==> src/iirl_pkg.sv <==
// iirl_pkg: shared widths, operation and status codes, cell control struct
// for the indexed insert/remove list. No dependencies.
`default_nettype none

package iirl_pkg;

    localparam int CAPACITY = 16;
    localparam int POS_W    = 4;
    localparam int VAL_W    = 32;
    localparam int CNT_W    = 5;
    localparam int CMP_W    = CNT_W + 1;

    localparam logic [1:0] KIND_INSERT = 2'd0;
    localparam logic [1:0] KIND_READ   = 2'd1;
    localparam logic [1:0] KIND_REMOVE = 2'd2;

    localparam logic [1:0] ST_DONE   = 2'd0;
    localparam logic [1:0] ST_ABSENT = 2'd1;
    localparam logic [1:0] ST_FULL   = 2'd2;

    typedef struct packed {
        logic load;
        logic take_prev;
        logic take_next;
    } t_cell_ctl;

endpackage

`default_nettype wire

==> src/iirl_cell.sv <==
// iirl_cell: one list slot holding a handle and its filled flag.
// Loads a new handle or takes its lower or upper neighbor. Uses iirl_pkg.
`default_nettype none

module iirl_cell (
    input  wire                         i_clk,
    input  wire                         i_rst_n,
    input  wire iirl_pkg::t_cell_ctl    i_ctl,
    input  wire [iirl_pkg::VAL_W-1:0]   i_new_value,
    input  wire [iirl_pkg::VAL_W-1:0]   i_prev_value,
    input  wire                         i_prev_filled,
    input  wire [iirl_pkg::VAL_W-1:0]   i_next_value,
    input  wire                         i_next_filled,
    output logic [iirl_pkg::VAL_W-1:0]  o_value,
    output logic                        o_filled
);

    logic [iirl_pkg::VAL_W-1:0] r_value;
    logic [iirl_pkg::VAL_W-1:0] n_value;
    logic                       r_filled;
    logic                       n_filled;

    always_comb begin
        n_value  = r_value;
        n_filled = r_filled;
        if (i_ctl.load) begin
            n_value  = i_new_value;
            n_filled = 1'b1;
        end else if (i_ctl.take_prev) begin
            n_value  = i_prev_value;
            n_filled = i_prev_filled;
        end else if (i_ctl.take_next) begin
            n_value  = i_next_value;
            n_filled = i_next_filled;
        end
    end

    always_ff @(posedge i_clk) begin
        r_value <= n_value;
        if (!i_rst_n) begin
            r_filled <= 1'b0;
        end else begin
            r_filled <= n_filled;
        end
    end

    assign o_value  = r_value;
    assign o_filled = r_filled;

endmodule

`default_nettype wire

==> src/indexed_insert_remove_list.sv <==
// indexed_insert_remove_list: positional handle list built as a row of slots.
// The result of an accepted transaction appears in the result register in the cycle after it is accepted.
// Throughput: one transaction per cycle while the output is not stalled; every slot shifts in the same cycle.
// Reset clears the count, all filled flags and the result valid; stored
// handles are not reset. Uses iirl_pkg and iirl_cell.
`default_nettype none

module indexed_insert_remove_list (
    input  wire                         i_clk,
    input  wire                         i_rst_n,
    input  wire                         i_in_valid,
    output logic                        o_in_stall,
    input  wire [1:0]                   i_kind,
    input  wire [iirl_pkg::POS_W-1:0]   i_position,
    input  wire [iirl_pkg::VAL_W-1:0]   i_entry_value,
    output logic                        o_out_valid,
    input  wire                         i_out_stall,
    output logic [1:0]                  o_status,
    output logic [iirl_pkg::VAL_W-1:0]  o_read_value,
    output logic                        o_read_present,
    output logic [iirl_pkg::CNT_W-1:0]  o_entry_count
);

    localparam int CAP = iirl_pkg::CAPACITY;
    localparam int CW  = iirl_pkg::CMP_W;
    localparam logic [CW-1:0] CAP_C = CW'(CAP);

    logic [iirl_pkg::CNT_W-1:0] r_count;
    logic [iirl_pkg::CNT_W-1:0] n_count;
    logic                       r_out_valid;
    logic                       n_out_valid;
    logic [1:0]                 r_status;
    logic [iirl_pkg::VAL_W-1:0] r_read_value;
    logic                       r_read_present;
    logic [iirl_pkg::CNT_W-1:0] r_entry_count;

    logic [iirl_pkg::VAL_W-1:0] w_val [CAP];
    logic [CAP-1:0]             w_fill;

    logic            accept;
    logic [CW-1:0]   pos_ext;
    logic [CW-1:0]   cnt_ext;
    logic            ins_within;
    logic            ins_full;
    logic            ins_ok;
    logic            hit;
    logic            rem_ok;
    logic            rd_present;
    logic [1:0]      status;

    assign o_in_stall = r_out_valid & i_out_stall;
    assign accept     = i_in_valid & ~o_in_stall;

    assign pos_ext    = CW'(i_position);
    assign cnt_ext    = CW'(r_count);
    assign ins_within = pos_ext <= cnt_ext;
    assign ins_full   = ins_within ? (cnt_ext >= CAP_C) : ((pos_ext + CW'(1)) > CAP_C);
    assign ins_ok     = (i_kind == iirl_pkg::KIND_INSERT) & ~ins_full;
    assign hit        = pos_ext < cnt_ext;
    assign rem_ok     = (i_kind == iirl_pkg::KIND_REMOVE) & hit;
    assign rd_present = (i_kind == iirl_pkg::KIND_READ) & hit & w_fill[i_position];

    always_comb begin
        status  = iirl_pkg::ST_DONE;
        n_count = r_count;
        case (i_kind)
            iirl_pkg::KIND_INSERT: begin
                if (ins_full) begin
                    status = iirl_pkg::ST_FULL;
                end else if (ins_within) begin
                    n_count = r_count + iirl_pkg::CNT_W'(1);
                end else begin
                    n_count = iirl_pkg::CNT_W'(pos_ext + CW'(1));
                end
            end
            iirl_pkg::KIND_READ: begin
                if (!hit) begin
                    status = iirl_pkg::ST_ABSENT;
                end
            end
            iirl_pkg::KIND_REMOVE: begin
                if (!hit) begin
                    status = iirl_pkg::ST_ABSENT;
                end else begin
                    n_count = r_count - iirl_pkg::CNT_W'(1);
                end
            end
            default: begin
                status = iirl_pkg::ST_DONE;
            end
        endcase
    end

    // row of slots
    for (genvar i = 0; i < CAP; i++) begin : g_cell
        localparam logic [CW-1:0] IDX = CW'(i);
        iirl_pkg::t_cell_ctl        ctl;
        logic [iirl_pkg::VAL_W-1:0] prev_value;
        logic                       prev_filled;
        logic [iirl_pkg::VAL_W-1:0] next_value;
        logic                       next_filled;

        assign ctl = '{
            load:      accept & ins_ok & (pos_ext == IDX),
            take_prev: accept & ins_ok & (pos_ext < IDX),
            take_next: accept & rem_ok & (pos_ext <= IDX)
        };

        if (i == 0) begin : g_first
            assign prev_value  = '0;
            assign prev_filled = 1'b0;
        end else begin : g_mid_lo
            assign prev_value  = w_val[i-1];
            assign prev_filled = w_fill[i-1];
        end

        if (i == CAP - 1) begin : g_last
            assign next_value  = '0;
            assign next_filled = 1'b0;
        end else begin : g_mid_hi
            assign next_value  = w_val[i+1];
            assign next_filled = w_fill[i+1];
        end

        iirl_cell u_cell (
            .i_clk         (i_clk),
            .i_rst_n       (i_rst_n),
            .i_ctl         (ctl),
            .i_new_value   (i_entry_value),
            .i_prev_value  (prev_value),
            .i_prev_filled (prev_filled),
            .i_next_value  (next_value),
            .i_next_filled (next_filled),
            .o_value       (w_val[i]),
            .o_filled      (w_fill[i])
        );
    end

    always_comb begin
        n_out_valid = r_out_valid & i_out_stall;
        if (accept) begin
            n_out_valid = 1'b1;
        end
    end

    always_ff @(posedge i_clk) begin
        if (!i_rst_n) begin
            r_count     <= '0;
            r_out_valid <= 1'b0;
        end else begin
            r_out_valid <= n_out_valid;
            if (accept) begin
                r_count <= n_count;
            end
        end
        if (accept) begin
            r_status       <= status;
            r_read_value   <= rd_present ? w_val[i_position] : '0;
            r_read_present <= rd_present;
            r_entry_count  <= n_count;
        end
    end

    assign o_out_valid    = r_out_valid;
    assign o_status       = r_status;
    assign o_read_value   = r_read_value;
    assign o_read_present = r_read_present;
    assign o_entry_count  = r_entry_count;

    a_count_range: assert property (@(posedge i_clk) disable iff (!i_rst_n)
        CW'(r_count) <= CAP_C)
        else $error("count above capacity");

    a_empty_above_count: assert property (@(posedge i_clk) disable iff (!i_rst_n)
        (w_fill >> r_count) == '0)
        else $error("filled slot at or above count");

    a_present_done: assert property (@(posedge i_clk) disable iff (!i_rst_n)
        o_out_valid & o_read_present |-> (o_status == iirl_pkg::ST_DONE))
        else $error("read present with bad status");

    a_result_count: assert property (@(posedge i_clk) disable iff (!i_rst_n)
        accept |=> (o_entry_count == r_count))
        else $error("result count differs from list count");

    a_remove_count: assert property (@(posedge i_clk) disable iff (!i_rst_n)
        accept & rem_ok |=> (r_count == $past(r_count) - iirl_pkg::CNT_W'(1)))
        else $error("remove did not lower count");

endmodule

`default_nettype wire

==> config.mk <==
export PLATFORM = sky130hd
export DESIGN_NAME = indexed_insert_remove_list
export DESIGN_NICKNAME = d
export VERILOG_FILES = /design/src/iirl_pkg.sv /design/src/iirl_cell.sv /design/src/indexed_insert_remove_list.sv
export SDC_FILE = /design/constraint.sdc
export NUM_CORES = 1
export LEC_CHECK = 0
export BUFFER_PORTS_ARGS = -buffer_cell sky130_fd_sc_hd__clkbuf_2
export CORE_MARGIN = 8
export CORE_UTILIZATION = 40
export DETAILED_ROUTE_END_ITERATION = 6
export GPL_TIMING_DRIVEN = 0
export HOLD_SLACK_MARGIN = 0.02
export PLACE_DENSITY_LB_ADDON = 0.25
export SLEW_MARGIN = 40
export SYNTH_ARGS = -nofsm -noshare
export SYNTH_HDL_FRONTEND = slang
export SYNTH_SLANG_ARGS = --single-unit
==> constraint.sdc <==
create_clock -name i_clk -period 16.55 [get_ports i_clk]
set_input_delay 3.31 -clock i_clk [delete_from_list [all_inputs] [get_ports i_clk]]
set_output_delay 3.31 -clock i_clk [all_outputs]
set_load 0.01 [all_outputs]
==> key figures <==
Outcome
  • Outcome: finished with violations
  • Failing checks: design-rule violations

Logic synthesis
  • Post-synth top area cell: edfxtp_1
  • Primary FF master, synth: edfxtp_1
  • Post-Synthesis Cells: roughly 2,800
  • Most frequent cells after synthesis: edfxtp_1 (552), nand2_1 (420), mux2i_1 (362), nor2_1 (189), a21oi_1 (177)
  • Syn. warnings: 0
  • Synthesized area: 0.0328 sq mm
  • Number of synthesized register bits: 574
  • Synthesized area per cell: 11.9 sq um
  • Synth top area share: 0.505
  • Ys async rst share: 0
  • Most numerous cell in the Yosys netlist: edfxtp_1
  • Netlist cell types: 76
  • Sequential area share after synthesis: 0.518
  • Leading post-synthesis cells by cell area: edfxtp_1 (50%), mux2i_1 (11%), mux4_2 (11%)
  • EDFF count, synth: approximately 550
  • Synthesized Nets: 2,821

Power
  • Pwr Total: between 3 and 4 mW
  • Worst vdd rail ir drop: 0.0580 mV
  • Cell Int Power: 2.67 mW
  • Pwr per Cell Area: 94.9 mW/mm^2
  • Pleak: 13.4 nW
  • Switching share of power: 0.251
  • Flop pwr share: 0.468
  • Logic pwr share: 0.106
  • Clock power share: 0.426
  • P_sw: about 890 uW

STA
  • Max Freq: 0.144 GHz
  • Hold Worst Slack: about 470 ps
  • RSZ-0062 raised after global routing: false
  • Crit share post-route: 0.420
  • Post-layout minimum cycle time: just under 7000 ps
  • Final worst slack: 9600 ps
  • Max Clock Skew: 30.3 ps
  • Rel. slew slack: 0.327
  • Hold Fails Final Rpt: 0
  • Setup TNS: 0 ps
  • Worst Max-Slew Pin Slew: 1010 ps
  • Pins over their slew limit: 0
  • Final setup vio count: 0

Clock tree
  • Buffer count from post-CTS setup fixing: 0
  • CTS root buf: clkbuf_16
  • Clk sinks: roughly 570
  • Hold Buf Count CTS: 0
  • Reg clk slew, reported paths: 60 ps
  • CTS H-tree lvls: 3
  • Bufs on Longest Clock Path: 3
  • CTS tree: yes
  • CTS buffer count: slightly below 70
  • Clk_lat worst skew: 630 ps
  • Post_cts resized: 0

GRT
  • Vias in the first global route: roughly 26,000
  • Largest net degree at the start of global routing: 50
  • First-pass GRT wire length: 184 mm
  • Total Routing Usage GR: 0.275
  • Overflow after GRT: 0
  • Initial antenna violation count: 4

Placed design
  • Pre-CTS setup slack: 9400 ps
  • Placed inst area: 0.0353 sq mm
  • Port bufs: 82
  • Global placement routability congestion: 0.935
  • DPL Wire Length: 89.1 mm
  • Placed Cells: 3,965

Final layout
  • Layout cells sized above 1: 0.203
  • Finished Layout Cells: 4,082
  • Finished Cell Area: roughly 0.038 sq mm
  • Nets: 3,023
  • Final Core Density: 0.459
  • Area grow syn2layout: 14.3%

Routing
  • First-pass DRT Iterations: 7
  • Via count: 26,500
  • Initial DRC count: 4,193
  • Final wirelength: 129 mm
  • Final ANT Viol Nets: 0
  • WL/cell: approximately 32 um
  • Avg Vias per Cell: 6.49
  • Detailed-route DRC error count: 6

Setup path
  • Reg2reg setup slack: 12,580 ps
  • Critical R2R Launch: r_count[2]
  • Critical path class: in2out
  • Path depth of the worst reg2reg path: 10
  • Critical path data arrival time: 3640 ps
  • Critical path destination: o_in_stall
  • Required @ worst endpoint: about 13,000 ps
  • Critical Path Sink Type: output port
  • Worst-path fanout max: 3
  • Reg-to-reg endpoint: g_cell[14].u_cell.o_value[14]
  • Startpoint Class: primary input
  • Setup crit start: i_out_stall

Die
  • # IOs: 84
  • Die width: 302 um
  • Die Ht: 302 um
  • Die ar.: 0.0915 sq mm
  • Core footprint: 0.0817 sq mm
  • Row count: 105
  • Initial Utilization: 0.402

Min path
  • Worst hold path type: reg2reg

Job
  • Total of max-cap violations: 0
-- cell usage in the layout (no fill, tap or decap), types with 5 or more instances in the layout --
| cell | n |
|---|---|
| a211oi_1 | 11 |
| a21oi_1 | 176 |
| a222oi_1 | 32 |
| a31oi_1 | 38 |
| and3_1 | 7 |
| buf_1 | 6 |
| buf_16 | 7 |
| buf_2 | 86 |
| buf_4 | 41 |
| buf_6 | 25 |
| buf_8 | 12 |
| bufinv_16 | 7 |
| clkbuf_1 | 108 |
| clkbuf_16 | 71 |
| clkbuf_2 | 105 |
| clkinv_1 | 13 |
| clkinv_2 | 6 |
| dfxtp_1 | 22 |
| edfxtp_1 | 552 |
| ha_1 | 14 |
| inv_1 | 48 |
| mux2_2 | 32 |
| mux2i_1 | 362 |
| mux4_2 | 159 |
| nand2_1 | 420 |
| nand3_1 | 5 |
| nor2_1 | 182 |
| nor2_4 | 8 |
| nor2b_1 | 36 |
| nor3_1 | 6 |
| o21ai_0 | 161 |
| o21ai_1 | 114 |
| o22ai_1 | 36 |
-- per-layer routing --
layer	part of all wire	global-route usage	vias up	wire length [um]
li1	-	-	10800	-
met1	0.37	0.350	13200	48000
met2	0.45	0.426	2069	58000
met3	0.12	0.0745	419	15300
met4	0.060	0.149	6	7740
met5	0.00074	0.00541	-	96
-- worst max-delay path, stage by stage --
cell and delay (ps):
clkbuf_2 70, and2_4 130, clkbuf_2 120
-- worst min path at each step --
stage                                           from                          to  cells after the start
final                     g_cell[15].u_cell.o_filled  g_cell[15].u_cell.o_filled                      2
after global routing      g_cell[15].u_cell.o_filled  g_cell[15].u_cell.o_filled                      2
after CTS                 g_cell[15].u_cell.o_filled  g_cell[15].u_cell.o_filled                      2
after detailed placement  g_cell[15].u_cell.o_filled  g_cell[15].u_cell.o_filled                      2
after global placement    g_cell[15].u_cell.o_filled  g_cell[15].u_cell.o_filled                      2
after floorplan           g_cell[15].u_cell.o_filled  g_cell[15].u_cell.o_filled                      2
-- cell families after synthesis --
logic type                 Yosys count  share of synthesized area
xor gates and xnor gates             3                   0.000800
and+or+nand+nor                    705                     0.0907
muxes                              554                      0.231
AOI/OAI and AO/OA                  611                      0.108
adders and majority gates           14                    0.00534
buffers and inverters              304                     0.0465
DFF                                574                      0.518
-- power groups by stage --
| stage | logic, mW | clock network (mW) | registers [mW] |
|---|---|---|---|
| global placement | 0.343 | 0 | 1.70 |
| detailed placement | 0.367 | 0 | 1.70 |
| finish | 0.377 | 1.52 | 1.67 |
| floorplan | 0.222 | 0 | 1.69 |
| global route | 0.392 | 1.58 | 1.67 |
| CTS | 0.368 | 1.53 | 1.67 |
-- final cells by class --
cell class              instances  area [sq um]
well taps                    1070          1340
clock inverters                32           354
flip-flops and latches        574         17000
diodes                          3          7.51
clock buffers                  81          1810
multi-input cells            1887         14400
fillers                      7394         44200
repair buffers                131          1020
plain buffers                 253          1370
inverters                      51           196
-- flip-flops by register name, summed over array words and instances, names as in the netlist --
| signal | count |
|---|---|
| g_cell.u_cell.o_filled | 16 |
| o_status | 2 |
| r_count | 5 |
| g_cell.u_cell.o_value | 512 |
| o_read_present | 1 |
| o_read_value | 32 |
| o_entry_count | 5 |
| o_out_valid | 1 |
Note: power is estimated with default switching activity, not from simulation.
